$ cat src/rtl/core/pms_pkg.sv
// ----------------------------------------------------------------------------
// pms_pkg
// Shared types and constants for the power monitor sampler.
// ----------------------------------------------------------------------------
package pms_pkg;

   localparam int unsigned CurLsbWidth = 24;
   localparam int unsigned DeadzoneWidth = 24;
   localparam int unsigned PeriodWidth = 16;
   localparam int unsigned CsrDataWidth = 24;
   localparam int unsigned VoltWidth = 15;
   localparam int unsigned CurWidth = 40;
   localparam int unsigned PwrWidth = 45;
   localparam int unsigned ChargeWidth = 64;
   localparam int unsigned EnergyWidth = 63;
   localparam int unsigned MulAWidth = 46;
   localparam int unsigned MulBWidth = 17;
   localparam int unsigned MulPWidth = MulAWidth + MulBWidth;

   localparam logic [CurLsbWidth-1:0] CurLsbReset = 24'd6400;
   localparam logic [DeadzoneWidth-1:0] DeadzoneReset = 24'd32768;
   localparam logic [PeriodWidth-1:0] PeriodReset = 16'd100;

   localparam logic [2:0] RegPtrVoltage = 3'd2;
   localparam logic [2:0] RegPtrCurrent = 3'd4;
   localparam logic [2:0] RegPtrPower = 3'd3;
   localparam logic [2:0] RegPtrNone = 3'd0;

   typedef enum logic [1:0] {
      CSR_CUR_LSB  = 2'd0,
      CSR_DEADZONE = 2'd1,
      CSR_PERIOD   = 2'd2
   } csr_index_type;

   typedef enum logic [1:0] {
      ACT_TICK  = 2'd0,
      ACT_DONE  = 2'd1,
      ACT_ERROR = 2'd2,
      ACT_CLEAR = 2'd3
   } action_type;

   typedef enum logic [1:0] {
      KIND_NONE   = 2'd0,
      KIND_PTR_WR = 2'd1,
      KIND_READ   = 2'd2
   } req_kind_type;

   typedef enum logic [2:0] {
      PH_IDLE   = 3'd0,
      PH_WPTR_V = 3'd1,
      PH_READ_V = 3'd2,
      PH_WPTR_I = 3'd3,
      PH_READ_I = 3'd4,
      PH_WPTR_P = 3'd5,
      PH_READ_P = 3'd6
   } phase_type;

   typedef enum logic [3:0] {
      SQ_IDLE,
      SQ_DECODE,
      SQ_CUR_MUL,
      SQ_CUR_WR,
      SQ_PWR_MUL,
      SQ_PWR_WR,
      SQ_CHG_MUL,
      SQ_ENG_MUL,
      SQ_ENG_ADD,
      SQ_EMIT
   } seq_state_type;

   typedef enum logic [1:0] {
      MS_CUR,
      MS_PWR,
      MS_CHG,
      MS_ENG
   } mul_sel_type;

   typedef struct packed {
      logic accept;
      logic go_cur;
      logic go_pwr;
      logic out_free;
   } seq_status_type;

   typedef struct packed {
      logic        idle;
      logic        decode_en;
      mul_sel_type mul_sel;
      logic        cur_wr;
      logic        dz_wr;
      logic        pwr_wr;
      logic        chg_wr;
      logic        eng_wr;
      logic        emit;
   } seq_ctl_type;

endpackage

$ cat src/rtl/core/pms_mul.sv
// ----------------------------------------------------------------------------
// pms_mul
// Shared signed multiplier with a registered product.
// ----------------------------------------------------------------------------
module pms_mul
   import pms_pkg::*;
(
   input  logic                        clock,
   input  logic signed [MulAWidth-1:0] mul_a,
   input  logic signed [MulBWidth-1:0] mul_b,
   output logic signed [MulPWidth-1:0] prod_ff
);

   logic signed [MulPWidth-1:0] prod_in;

   assign prod_in = MulPWidth'(mul_a) * MulPWidth'(mul_b);

   always_ff @(posedge clock) begin
      prod_ff <= prod_in;
   end

endmodule

$ cat src/rtl/core/pms_seq.sv
// ----------------------------------------------------------------------------
// pms_seq
// Step sequencer: orders the multiplies and register updates of one request.
// ----------------------------------------------------------------------------
module pms_seq
   import pms_pkg::*;
(
   input  logic           clock,
   input  logic           reset,
   input  seq_status_type status,
   output seq_ctl_type    ctl
);

   seq_state_type state_ff, state_in;

   always_ff @(posedge clock) begin
      if (reset) begin
         state_ff <= SQ_IDLE;
      end else begin
         state_ff <= state_in;
      end
   end

   always_comb begin
      state_in = state_ff;
      case (state_ff)
         SQ_IDLE: begin
            if (status.accept) state_in = SQ_DECODE;
         end
         SQ_DECODE: begin
            if (status.go_cur) state_in = SQ_CUR_MUL;
            else if (status.go_pwr) state_in = SQ_PWR_MUL;
            else state_in = SQ_EMIT;
         end
         SQ_CUR_MUL: state_in = SQ_CUR_WR;
         SQ_CUR_WR:  state_in = SQ_EMIT;
         SQ_PWR_MUL: state_in = SQ_PWR_WR;
         SQ_PWR_WR:  state_in = SQ_CHG_MUL;
         SQ_CHG_MUL: state_in = SQ_ENG_MUL;
         SQ_ENG_MUL: state_in = SQ_ENG_ADD;
         SQ_ENG_ADD: state_in = SQ_EMIT;
         SQ_EMIT: begin
            if (status.out_free) state_in = SQ_IDLE;
         end
         default: state_in = SQ_IDLE;
      endcase
   end

   always_comb begin
      ctl = '0;
      ctl.mul_sel = MS_CUR;
      case (state_ff)
         SQ_IDLE:    ctl.idle = 1'b1;
         SQ_DECODE:  ctl.decode_en = 1'b1;
         SQ_CUR_MUL: ctl.mul_sel = MS_CUR;
         SQ_CUR_WR:  ctl.cur_wr = 1'b1;
         SQ_PWR_MUL: begin
            ctl.mul_sel = MS_PWR;
            ctl.dz_wr = 1'b1;
         end
         SQ_PWR_WR:  ctl.pwr_wr = 1'b1;
         SQ_CHG_MUL: ctl.mul_sel = MS_CHG;
         SQ_ENG_MUL: begin
            ctl.mul_sel = MS_ENG;
            ctl.chg_wr = 1'b1;
         end
         SQ_ENG_ADD: ctl.eng_wr = 1'b1;
         SQ_EMIT:    ctl.emit = status.out_free;
         default:    ctl.idle = 1'b0;
      endcase
   end

endmodule

$ cat src/rtl/core/power_monitor_sampler_top.sv
// ----------------------------------------------------------------------------
// power_monitor_sampler_top
// Bus read sequencer for a shunt power monitor with charge and energy
// accumulators.
// ----------------------------------------------------------------------------
//  channel | ports                          | direction
//  req     | req_valid/req_stall + fields   | in, one request per event
//  rsp     | rsp_valid/rsp_stall + fields   | out, one result per request
//  csr     | csr_write_en/index/wdata       | in, register writes
//
//  A request is decoded before it reaches the output register; a current
//  read adds one multiplier pass and a power read three passes.
//  req_stall is high from acceptance until the result is loaded.
//  The result register holds while rsp_stall is high; a finished request
//  waits in its last step until the register frees up.
//  Synchronous active-high reset; no clearing pass.
// ----------------------------------------------------------------------------
module power_monitor_sampler_top
   import pms_pkg::*;
(
   input  logic                     clock,
   input  logic                     reset,

   input  logic                     req_valid,
   output logic                     req_stall,
   input  logic [1:0]               req_action,
   input  logic [15:0]              req_rx_word,

   output logic                     rsp_valid,
   input  logic                     rsp_stall,
   output logic [1:0]               rsp_req_kind,
   output logic [2:0]               rsp_req_pointer,
   output logic                     rsp_busy_res,
   output logic                     rsp_sample_done,
   output logic signed [VoltWidth-1:0]   rsp_bus_mv,
   output logic signed [CurWidth-1:0]    rsp_current_q16,
   output logic [PwrWidth-1:0]           rsp_power_q16,
   output logic signed [ChargeWidth-1:0] rsp_charge_total,
   output logic [EnergyWidth-1:0]        rsp_energy_total,

   input  logic                     csr_write_en,
   input  logic [1:0]               csr_index,
   input  logic [CsrDataWidth-1:0]  csr_wdata
);

   seq_status_type status;
   seq_ctl_type    ctl;

   logic [CurLsbWidth-1:0]   cur_lsb_ff;
   logic [DeadzoneWidth-1:0] deadzone_ff;
   logic [PeriodWidth-1:0]   period_ff;

   action_type  action_ff;
   logic [15:0] rx_ff;

   phase_type phase_ff, phase_in;
   logic signed [VoltWidth-1:0]   volt_ff;
   logic signed [CurWidth-1:0]    cur_ff;
   logic [PwrWidth-1:0]           pwr_ff;
   logic signed [ChargeWidth-1:0] charge_ff;
   logic [EnergyWidth-1:0]        energy_ff;
   logic                          dz_ff;

   req_kind_type kind_ff, kind_in;
   logic [2:0]   ptr_ff, ptr_in;
   logic         done_ff;

   logic volt_wr, acc_clr, go_cur, go_pwr;

   logic signed [MulAWidth-1:0] mul_a;
   logic signed [MulBWidth-1:0] mul_b;
   logic signed [MulPWidth-1:0] prod_ff;

   logic [CurWidth:0]      cur_mag;
   logic [CurWidth-1:0]    pwr_raw;
   logic [PwrWidth-1:0]    pwr_scaled;
   logic [ChargeWidth:0]   charge_sum;
   logic [EnergyWidth:0]   energy_sum;

   logic rsp_valid_ff;

   assign req_stall = !ctl.idle;

   // ---- configuration registers ----
   always_ff @(posedge clock) begin
      if (reset) begin
         cur_lsb_ff  <= CurLsbReset;
         deadzone_ff <= DeadzoneReset;
         period_ff   <= PeriodReset;
      end else if (csr_write_en) begin
         case (csr_index)
            CSR_CUR_LSB:  cur_lsb_ff <= csr_wdata[CurLsbWidth-1:0];
            CSR_DEADZONE: deadzone_ff <= csr_wdata[DeadzoneWidth-1:0];
            CSR_PERIOD:   period_ff <= csr_wdata[PeriodWidth-1:0];
            default:      period_ff <= period_ff;
         endcase
      end
   end

   // ---- request capture ----
   always_ff @(posedge clock) begin
      if (req_valid && !req_stall) begin
         action_ff <= action_type'(req_action);
         rx_ff     <= req_rx_word;
      end
   end

   // ---- decode of the simple phase steps ----
   always_comb begin
      phase_in = phase_ff;
      kind_in  = KIND_NONE;
      ptr_in   = RegPtrNone;
      volt_wr  = 1'b0;
      acc_clr  = 1'b0;
      go_cur   = 1'b0;
      go_pwr   = 1'b0;
      case (action_ff)
         ACT_TICK: begin
            if (phase_ff == PH_IDLE) begin
               phase_in = PH_WPTR_V;
               kind_in  = KIND_PTR_WR;
               ptr_in   = RegPtrVoltage;
            end
         end
         ACT_ERROR: phase_in = PH_IDLE;
         ACT_CLEAR: acc_clr = 1'b1;
         ACT_DONE: begin
            case (phase_ff)
               PH_WPTR_V: begin
                  phase_in = PH_READ_V;
                  kind_in  = KIND_READ;
               end
               PH_READ_V: begin
                  volt_wr  = 1'b1;
                  phase_in = PH_WPTR_I;
                  kind_in  = KIND_PTR_WR;
                  ptr_in   = RegPtrCurrent;
               end
               PH_WPTR_I: begin
                  phase_in = PH_READ_I;
                  kind_in  = KIND_READ;
               end
               PH_READ_I: go_cur = 1'b1;
               PH_WPTR_P: begin
                  phase_in = PH_READ_P;
                  kind_in  = KIND_READ;
               end
               PH_READ_P: go_pwr = 1'b1;
               default:   phase_in = PH_IDLE;
            endcase
         end
         default: phase_in = phase_ff;
      endcase
   end

   // ---- shared multiplier operand select ----
   always_comb begin
      case (ctl.mul_sel)
         MS_CUR: begin
            mul_a = MulAWidth'(cur_lsb_ff);
            mul_b = {rx_ff[15], rx_ff};
         end
         MS_PWR: begin
            mul_a = MulAWidth'(cur_lsb_ff);
            mul_b = {1'b0, rx_ff};
         end
         MS_CHG: begin
            mul_a = {{(MulAWidth-CurWidth){cur_ff[CurWidth-1]}}, cur_ff};
            mul_b = {1'b0, period_ff};
         end
         MS_ENG: begin
            mul_a = {1'b0, pwr_ff};
            mul_b = {1'b0, period_ff};
         end
         default: begin
            mul_a = '0;
            mul_b = '0;
         end
      endcase
   end

   pms_mul u_mul (
      .clock   (clock),
      .mul_a   (mul_a),
      .mul_b   (mul_b),
      .prod_ff (prod_ff)
   );

   assign cur_mag = cur_ff[CurWidth-1] ? (CurWidth+1)'(-{cur_ff[CurWidth-1], cur_ff})
                                       : {1'b0, cur_ff};
   assign pwr_raw = prod_ff[CurWidth-1:0];
   // times 20 = times 16 plus times 4
   assign pwr_scaled = {pwr_raw, 4'b0} + {2'b0, pwr_raw, 2'b0}
                       - PwrWidth'(pwr_raw[CurWidth-1] ? 1'b0 : 1'b0);
   assign charge_sum = {charge_ff[ChargeWidth-1], charge_ff}
                       + {{(ChargeWidth+1-56){prod_ff[55]}}, prod_ff[55:0]};
   assign energy_sum = {1'b0, energy_ff} + {3'b0, prod_ff[60:0]};

   // ---- sampler state ----
   always_ff @(posedge clock) begin
      if (reset) begin
         phase_ff  <= PH_IDLE;
         volt_ff   <= '0;
         cur_ff    <= '0;
         pwr_ff    <= '0;
         charge_ff <= '0;
         energy_ff <= '0;
         dz_ff     <= 1'b0;
         kind_ff   <= KIND_NONE;
         ptr_ff    <= RegPtrNone;
         done_ff   <= 1'b0;
      end else begin
         if (ctl.decode_en) begin
            phase_ff <= phase_in;
            kind_ff  <= kind_in;
            ptr_ff   <= ptr_in;
            done_ff  <= 1'b0;
            if (volt_wr) volt_ff <= {rx_ff[15:3], 2'b00};
            if (acc_clr) begin
               charge_ff <= '0;
               energy_ff <= '0;
            end
         end
         if (ctl.cur_wr) begin
            cur_ff   <= prod_ff[CurWidth-1:0];
            phase_ff <= PH_WPTR_P;
            kind_ff  <= KIND_PTR_WR;
            ptr_ff   <= RegPtrPower;
         end
         if (ctl.dz_wr) dz_ff <= cur_mag < {(CurWidth+1-DeadzoneWidth)'(0), deadzone_ff};
         if (ctl.pwr_wr) begin
            pwr_ff <= dz_ff ? '0 : pwr_scaled;
            if (dz_ff) cur_ff <= '0;
         end
         if (ctl.chg_wr) begin
            if (charge_sum[ChargeWidth] != charge_sum[ChargeWidth-1]) begin
               charge_ff <= charge_sum[ChargeWidth]
                            ? {1'b1, {(ChargeWidth-1){1'b0}}}
                            : {1'b0, {(ChargeWidth-1){1'b1}}};
            end else begin
               charge_ff <= charge_sum[ChargeWidth-1:0];
            end
         end
         if (ctl.eng_wr) begin
            energy_ff <= energy_sum[EnergyWidth] ? {EnergyWidth{1'b1}}
                                                 : energy_sum[EnergyWidth-1:0];
            phase_ff  <= PH_IDLE;
            done_ff   <= 1'b1;
         end
      end
   end

   assign status.accept   = req_valid && !req_stall;
   assign status.go_cur   = go_cur;
   assign status.go_pwr   = go_pwr;
   assign status.out_free = !rsp_valid_ff || !rsp_stall;

   pms_seq u_seq (
      .clock  (clock),
      .reset  (reset),
      .status (status),
      .ctl    (ctl)
   );

   // ---- result register ----
   always_ff @(posedge clock) begin
      if (reset) begin
         rsp_valid_ff <= 1'b0;
      end else if (ctl.emit) begin
         rsp_valid_ff <= 1'b1;
      end else if (!rsp_stall) begin
         rsp_valid_ff <= 1'b0;
      end
   end

   always_ff @(posedge clock) begin
      if (ctl.emit) begin
         rsp_req_kind     <= kind_ff;
         rsp_req_pointer  <= ptr_ff;
         rsp_busy_res     <= phase_ff != PH_IDLE;
         rsp_sample_done  <= done_ff;
         rsp_bus_mv       <= volt_ff;
         rsp_current_q16  <= cur_ff;
         rsp_power_q16    <= pwr_ff;
         rsp_charge_total <= charge_ff;
         rsp_energy_total <= energy_ff;
      end
   end

   assign rsp_valid = rsp_valid_ff;

endmodule

$ cat config.mk
export PLATFORM = sky130hd
export DESIGN_NAME = power_monitor_sampler_top
export DESIGN_NICKNAME = d
export VERILOG_FILES = /design/src/rtl/core/pms_pkg.sv /design/src/rtl/core/pms_mul.sv /design/src/rtl/core/pms_seq.sv /design/src/rtl/core/power_monitor_sampler_top.sv
export SDC_FILE = /design/constraint.sdc
export NUM_CORES = 2
export LEC_CHECK = 0
export BUFFER_PORTS_ARGS = -buffer_cell sky130_fd_sc_hd__buf_2
export CAP_MARGIN = 10
export CORE_ASPECT_RATIO = 1.5
export CORE_MARGIN = 5
export CORE_UTILIZATION = 40
export CTS_CLUSTER_SIZE = 24
export DETAILED_ROUTE_END_ITERATION = 8
export PLACE_DENSITY_LB_ADDON = 0.2
export REMOVE_ABC_BUFFERS = 1
export SETUP_SLACK_MARGIN = 0.5
export SLEW_MARGIN = 15
export SYNTH_ARGS = -nofsm -noshare
export SYNTH_HDL_FRONTEND = slang
export SYNTH_SLANG_ARGS = --single-unit
$ cat constraint.sdc
create_clock -name clock -period 15.3 [get_ports clock]
set_input_delay 3.06 -clock clock [delete_from_list [all_inputs] [get_ports clock]]
set_output_delay 3.06 -clock clock [all_outputs]
set_load 0.01 [all_outputs]
# --- After elaboration in Yosys (flattened, before gate mapping) ---
# Index checks and enable logic that the tools add are counted.
totals:
  regBits: 615
  inputBits: 49
  word_cells: 158
  out_inout_bits: 236
classes:
  addsub: 4
  mul: 1
  reduce_logical: 35
  n_lt_le_gt_ge: 1
  n_mux: 56
  n_eq_ne: 31
op_table:
  columns: ["cell", "n"]
  rows:
  - ["two-way mux 64 bit", 5]
  - ["two-way mux 63 bit", 4]
  - ["case mux 46 bit (3 select lines)", 1]
  - ["two-way mux 40 bit", 3]
  - ["adder 64 x 56 -> 65 bit", 1]
  - ["adder 63 x 61 -> 64 bit", 1]
  - ["multiplier 46 x 17 -> 61 bit", 1]
  - ["case mux 17 bit (3 select lines)", 1]
  - ["adder 44 x 42 -> 45 bit", 1]
  - ["two-way mux 45 bit", 1]
  - ["less-than comparator 41 x 24 -> 1 bit", 1]
  - ["two-way mux 41 bit", 1]
  - ["negation 41 bit", 1]
  - ["case mux 4 bit (9 select lines)", 1]
  - ["two-way mux 1 bit", 22]
  - ["== test 4 x 3 -> 1 bit, second input constant", 4]
  - ["two-way mux 4 bit", 4]
  - ["case mux 3 bit (5 select lines)", 1]
  - ["AND reduction 2 bit", 7]
  - ["two-way mux 3 bit", 4]
  - ["OR reduction 2 bit", 6]
  - ["== test 2 bit, second input constant", 5]
  - ["nonzero test 2 bit", 5]
  - ["== test 3 bit, second input constant", 3]
  - ["other kinds (25)", 44]

# --- Longest topological paths before layout ---
depth:
  depth_word: 6
  mapped_depth: 32
  depth_no_buf: 28

# --- Hierarchy ---
# From an unflattened synthesis, not the netlist that was laid out.
hier_totals:
  hier_cells: 6389
  hier_area_um2: 57929.3
by_module_without_submodules:
  columns: ["mod", "instances", "cells_each", "seq_area_each_um2", "area_per_inst_um2"]
  rows:
  - ["power_monitor_sampler_top", 1, 3224, 13412.9, 29794.8]
  - ["pms_mul", 1, 3122, 1261.2, 27815.4]
  - ["pms_seq", 1, 43, 80.1, 319.1]

# --- Least setup slack after synthesis ---
# OpenSTA, ideal clock, no wires.
synth_timing:
  kind: "input-to-reg"
  from: "input port rsp_stall"
  to: "register rsp_bus_mv[10], enable pin"
  path_slack_ps: 298
  arrival_time_ps: 14106
  setup_ps: 896
  stages: 1
  required_time_ps: 14404
  path_buffers: 0
  cell_sequence: "a21oi_1"
synth_between:
  elab_chain_cells: 3
synth_rtl:
  columns: ["item", "line", "text"]
  rows:
  - ["start, declared", "power_monitor_sampler_top.sv:30", "input logic rsp_stall,"]
  - ["zero test 1 bit", null, null]
  - ["logical OR 1 bit", "power_monitor_sampler_top.sv:256", "assign status.out_free = !rsp_valid_ff || !rsp_stall;"]
  - ["two-way mux 1 bit", "pms_seq.sv:52", "case (state_ff)"]
  - ["end signal, assigned", "power_monitor_sampler_top.sv:282", "rsp_bus_mv <= volt_ff;"]
  - ["end, declared", "power_monitor_sampler_top.sv:35", "output logic signed [VoltWidth-1:0] rsp_bus_mv,"]
# No other way between the ends.
# A chain may end at the register's enable or synchronous reset.

# --- Worst setup path in the final report ---
layout_timing:
  from: "register u_seq.state_ff[1]"
  to: "register u_mul.prod_ff[60]"
layout_between:
  elab_chain_cells: 6
  word_cells_on_any_way: 13
  cone_classes: "1 x mul; 6 x eq/ne; 3 x mux; 3 x reduce/logical"
layout_rtl:
  columns: ["item", "line", "text"]
  rows:
  - ["start, declared", "pms_seq.sv:14", "seq_state_type state_ff, state_in;"]
  - ["start signal, assigned", "pms_seq.sv:20", "state_ff <= state_in;"]
  - ["== test 4 x 3 -> 1 bit", "pms_seq.sv:52", null]
  - ["case mux 2 bit (3 select lines) (*)", "pms_seq.sv:52", null]
  - ["== test 2 x 1 -> 1 bit, or another cell as far along", "power_monitor_sampler_top.sv:158", "case (ctl.mul_sel)"]
  - ["OR reduction 2 bit (no line)", null, null]
  - ["case mux 46 bit (3 select lines) or case mux 17 bit (3 select lines) (tied branches)", "power_monitor_sampler_top.sv:158", null]
  - ["multiplier 46 x 17 -> 61 bit (*)", "pms_mul.sv:16", "assign prod_in = MulPWidth'(mul_a) * MulPWidth'(mul_b);"]
  - ["net u_mul.prod_in[60]", "pms_mul.sv:14", "logic signed [MulPWidth-1:0] prod_in;"]
  - ["end signal, assigned", "pms_mul.sv:19", "prod_ff <= prod_in;"]
  - ["end, declared", "pms_mul.sv:11", "output logic signed [MulPWidth-1:0] prod_ff"]
# The timed path passes the listed nets; every way through them passes the cells marked *.

==> qor.csv <==
metric,value,unit
syn_inst,6218,
min_to,rsp_bus_mv[8],
yosys_most_used_dff,dfxtp_1,
rr_worst_depth,31,
synth_edf_count,248,
synth_xor_area_share,3.55,%
period_share,63.6,%
cts_resized,0,
worst_r2r_endpoint,u_mul.prod_ff[60],
post-route-min-period,9.73,ns
pin_count,285,
cts_made_buffers,60,
synth_adder_area_share,32.8,%
reg2reg_slack,5.57,ns
worstPathMaxFanout,57,
drtIter0Drc,2976,
grt_max_degree,89,
power_frac_seq,28.7,%
synth_compound_area_share,13.5,%
irDropWorstVdd,0.115,mV
synth_top_cell_area_share,25.5,%
yosys.area_share.simple,15.0,%
via_per_inst,5.36,
grt_overflow_total,0,
p_leak,0.0285,uW
cpPeakStageDelay,0.66,ns
die_x,317,um
drive_above_1_share,10.1,%
yosysUniqueCellTypes,95,
row_count,169,
cts_buffer_depth,3,
synth-seq-cells,611,
drc_errors,0,
postCtsHoldBufs,0,
layout_commonest_cell,nand2_1,
power_frac_clock,22.1,%
p_sw_share,42.8,%
powerDensity,115,mW/mm2
mostFrequentLayoutCells,"nand2_1 (1,042), inv_1 (896), fa_1 (720)",
synth.avg_cell_area,9.09,um2
hold_start,volt_ff[8],
clk_latency,0.71,ns
hold_viol,0,
rsz0062_at_grt,no,
cts_num_sinks,611,
htree_levels,2,
pwr-share-comb,49.2,%
fp.dieH,470,um
antenna_found_initial,8,
synthArstFlopShare,0,%
run_status,"complete, no violations",
min_path_type,register to register,
antenna_left,0,
grt_pass1_wl,278000,um
finalMaxSlewViolations,0,
io_buffers,280,
report.final.setup_viol,0,
synthMuxAreaShare,1.07,%
cp-end-kind,register,
place.gp.congestion,0.955,
route.vias.total,44500,
fin_util,43.9,%
yosys-top-cells-area,"fa_1 (26%), edfxtp_1 (13%), dfxtp_1 (13%)",
cp.arrival,10.34,ns
fillCellCount,13900,
cpMaxStageDelayCell,o21ai_0,
cp_common_cell,fa_1,
hold_slack,0.423,ns
synth_top_family_by_area,adder cells,
r2r-start,u_seq.state_ff[1],
cts_tree,built,
fin_nets,7466,
cap_violations,0,
postCtsSetupBuffers,0,
die-area,0.149,mm2
cellInternalPower,4060,uW
start_util,40.1,%
required,15.90,ns
drt_pass1_iterations,5,
grt_usage,24.4,%
tns,0,ns
wirelength,184000,um
wire_per_inst,22.2,um
ys_seq_area_share,26.0,%
min_path_cells,0,
post-dp-hpwl,150000,um
worstMarginPinSlew,1.16,ns
yosys.area.top_type,fa_1,
core_area,0.141,mm2
critPathLaunchType,register,
slew_headroom,21.2,%
synth_area,0.0565,mm2
yosys_warnings,0,
finClkSkew,0.0322,ns
p_switching,3040,uW
clkTransAtPathRegs,0.07,ns
critical_path_class,register to register,
clock.fmax,103,MHz
first_global_vias,45800,
area_delta_synth_final,9.55,%
cts-root-buf,clkbuf_16,
-- power by group through the flow --
stage,logic [uW],clock network (uW),registers (uW)
detailed placement,3470,0,2070
floorplan,2570,0,1990
global route,3900,1680,2050
CTS,3480,1620,2040
global placement,3460,0,2070
finish,3490,1570,2040
-- synth_stat cells (25+ instances only) --
| master | instances |
|---|---|
| nand2_1 | 1042 |
| inv_1 | 896 |
| fa_1 | 720 |
| nor2_1 | 474 |
| a21oi_1 | 395 |
| dfxtp_1 | 363 |
| ha_1 | 331 |
| edfxtp_1 | 248 |
| clkbuf_1 | 236 |
| o21ai_0 | 200 |
| xnor2_1 | 163 |
| a21o_1 | 119 |
| nand3_1 | 70 |
| xor2_1 | 66 |
| o21ai_2 | 58 |
| nor2_4 | 56 |
| o21a_1 | 53 |
| nor3_1 | 43 |
| mux2i_1 | 39 |
| and3_1 | 38 |
| o21bai_1 | 37 |
| a22oi_1 | 34 |
| nor2b_1 | 34 |
| o211ai_1 | 33 |
| nand4_1 | 32 |
| a31oi_1 | 28 |
| or3_1 | 25 |
-- through the flow --
step	total power [uW]	area (um2)	setup slack, ns	std cells
final	7110	61900	5.57	8301
after global routing	7630	61900	5.07	8300
after detailed placement	5540	59800	5.66	8185
after floorplan	4560	55300	0.298	5948
after global placement	5530	59800	5.85	8185
after CTS	7140	61900	5.61	8298
-- flip-flops by register name, summed over array words and instances (netlist names), 16 cells and up --
name,count
charge_ff,64
rsp_power_q16,43
energy_ff,63
u_mul.prod_ff,61
period_ff,16
rx_ff,16
deadzone_ff,24
rsp_charge_total,64
cur_lsb_ff,24
rsp_energy_total,63
cur_ff,40
pwr_ff,43
rsp_current_q16,40
-- how the worst max path moves through the flow --
stage / start / endpoint
floorplan: rsp_stall / rsp_bus_mv[10]
global placement: u_seq.state_ff[1] / u_mul.prod_ff[60]
detailed placement: u_seq.state_ff[1] / u_mul.prod_ff[60]
CTS: u_seq.state_ff[1] / u_mul.prod_ff[60]
global route: u_seq.state_ff[1] / u_mul.prod_ff[60]
finish: u_seq.state_ff[1] / u_mul.prod_ff[60]
-- critical path, delay by kind of cell, from the launching register on --
kind / cells / cell delay, ns
AO/OA/AOI/OAI: 11 / 3.26
AND/OR/NAND/NOR: 3 / 0.47
adder cells (fa/ha/maj): 7 / 3.41
flip-flops: 1 / 0.61
buffers and inverters: 9 / 1.59
XOR/XNOR: 1 / 0.18
-- cell type report --
cell class	count	area (um2)	share of cell area, %
Multi-Input combinational cell	4440	37400	60.4
Clock buffer	72	1580	2.55
Sequential cell	611	14700	23.8
Clock inverter	41	512	0.826
Inverter	897	3370	5.44
Timing Repair Buffer	356	1970	3.19
Tap cell	1881	2350	3.80
Antenna cell	3	7.51	0.0121
-- cell families after synthesis --
kind of cell             count (synthesis)
AND/OR/NAND/NOR                       1919
adder cells (fa/ha/maj)               1051
buffers and inverters                 1170
other                                    1
XOR/XNOR                               229
flip-flops                             611
AO/OA/AOI/OAI                         1179
multiplexers                            58
-- per-layer routing --
layer / global-route usage (%) / share of wire (%) / wire [um]
met4: 10.8 / 5.4 / 9980
met3: 3.28 / 5.4 / 10000
met1: 30.8 / 41 / 74700
met5: 0 / 0.017 / 32
met2: 41.6 / 49 / 89500
Note: power is estimated with default switching activity, not from simulation.
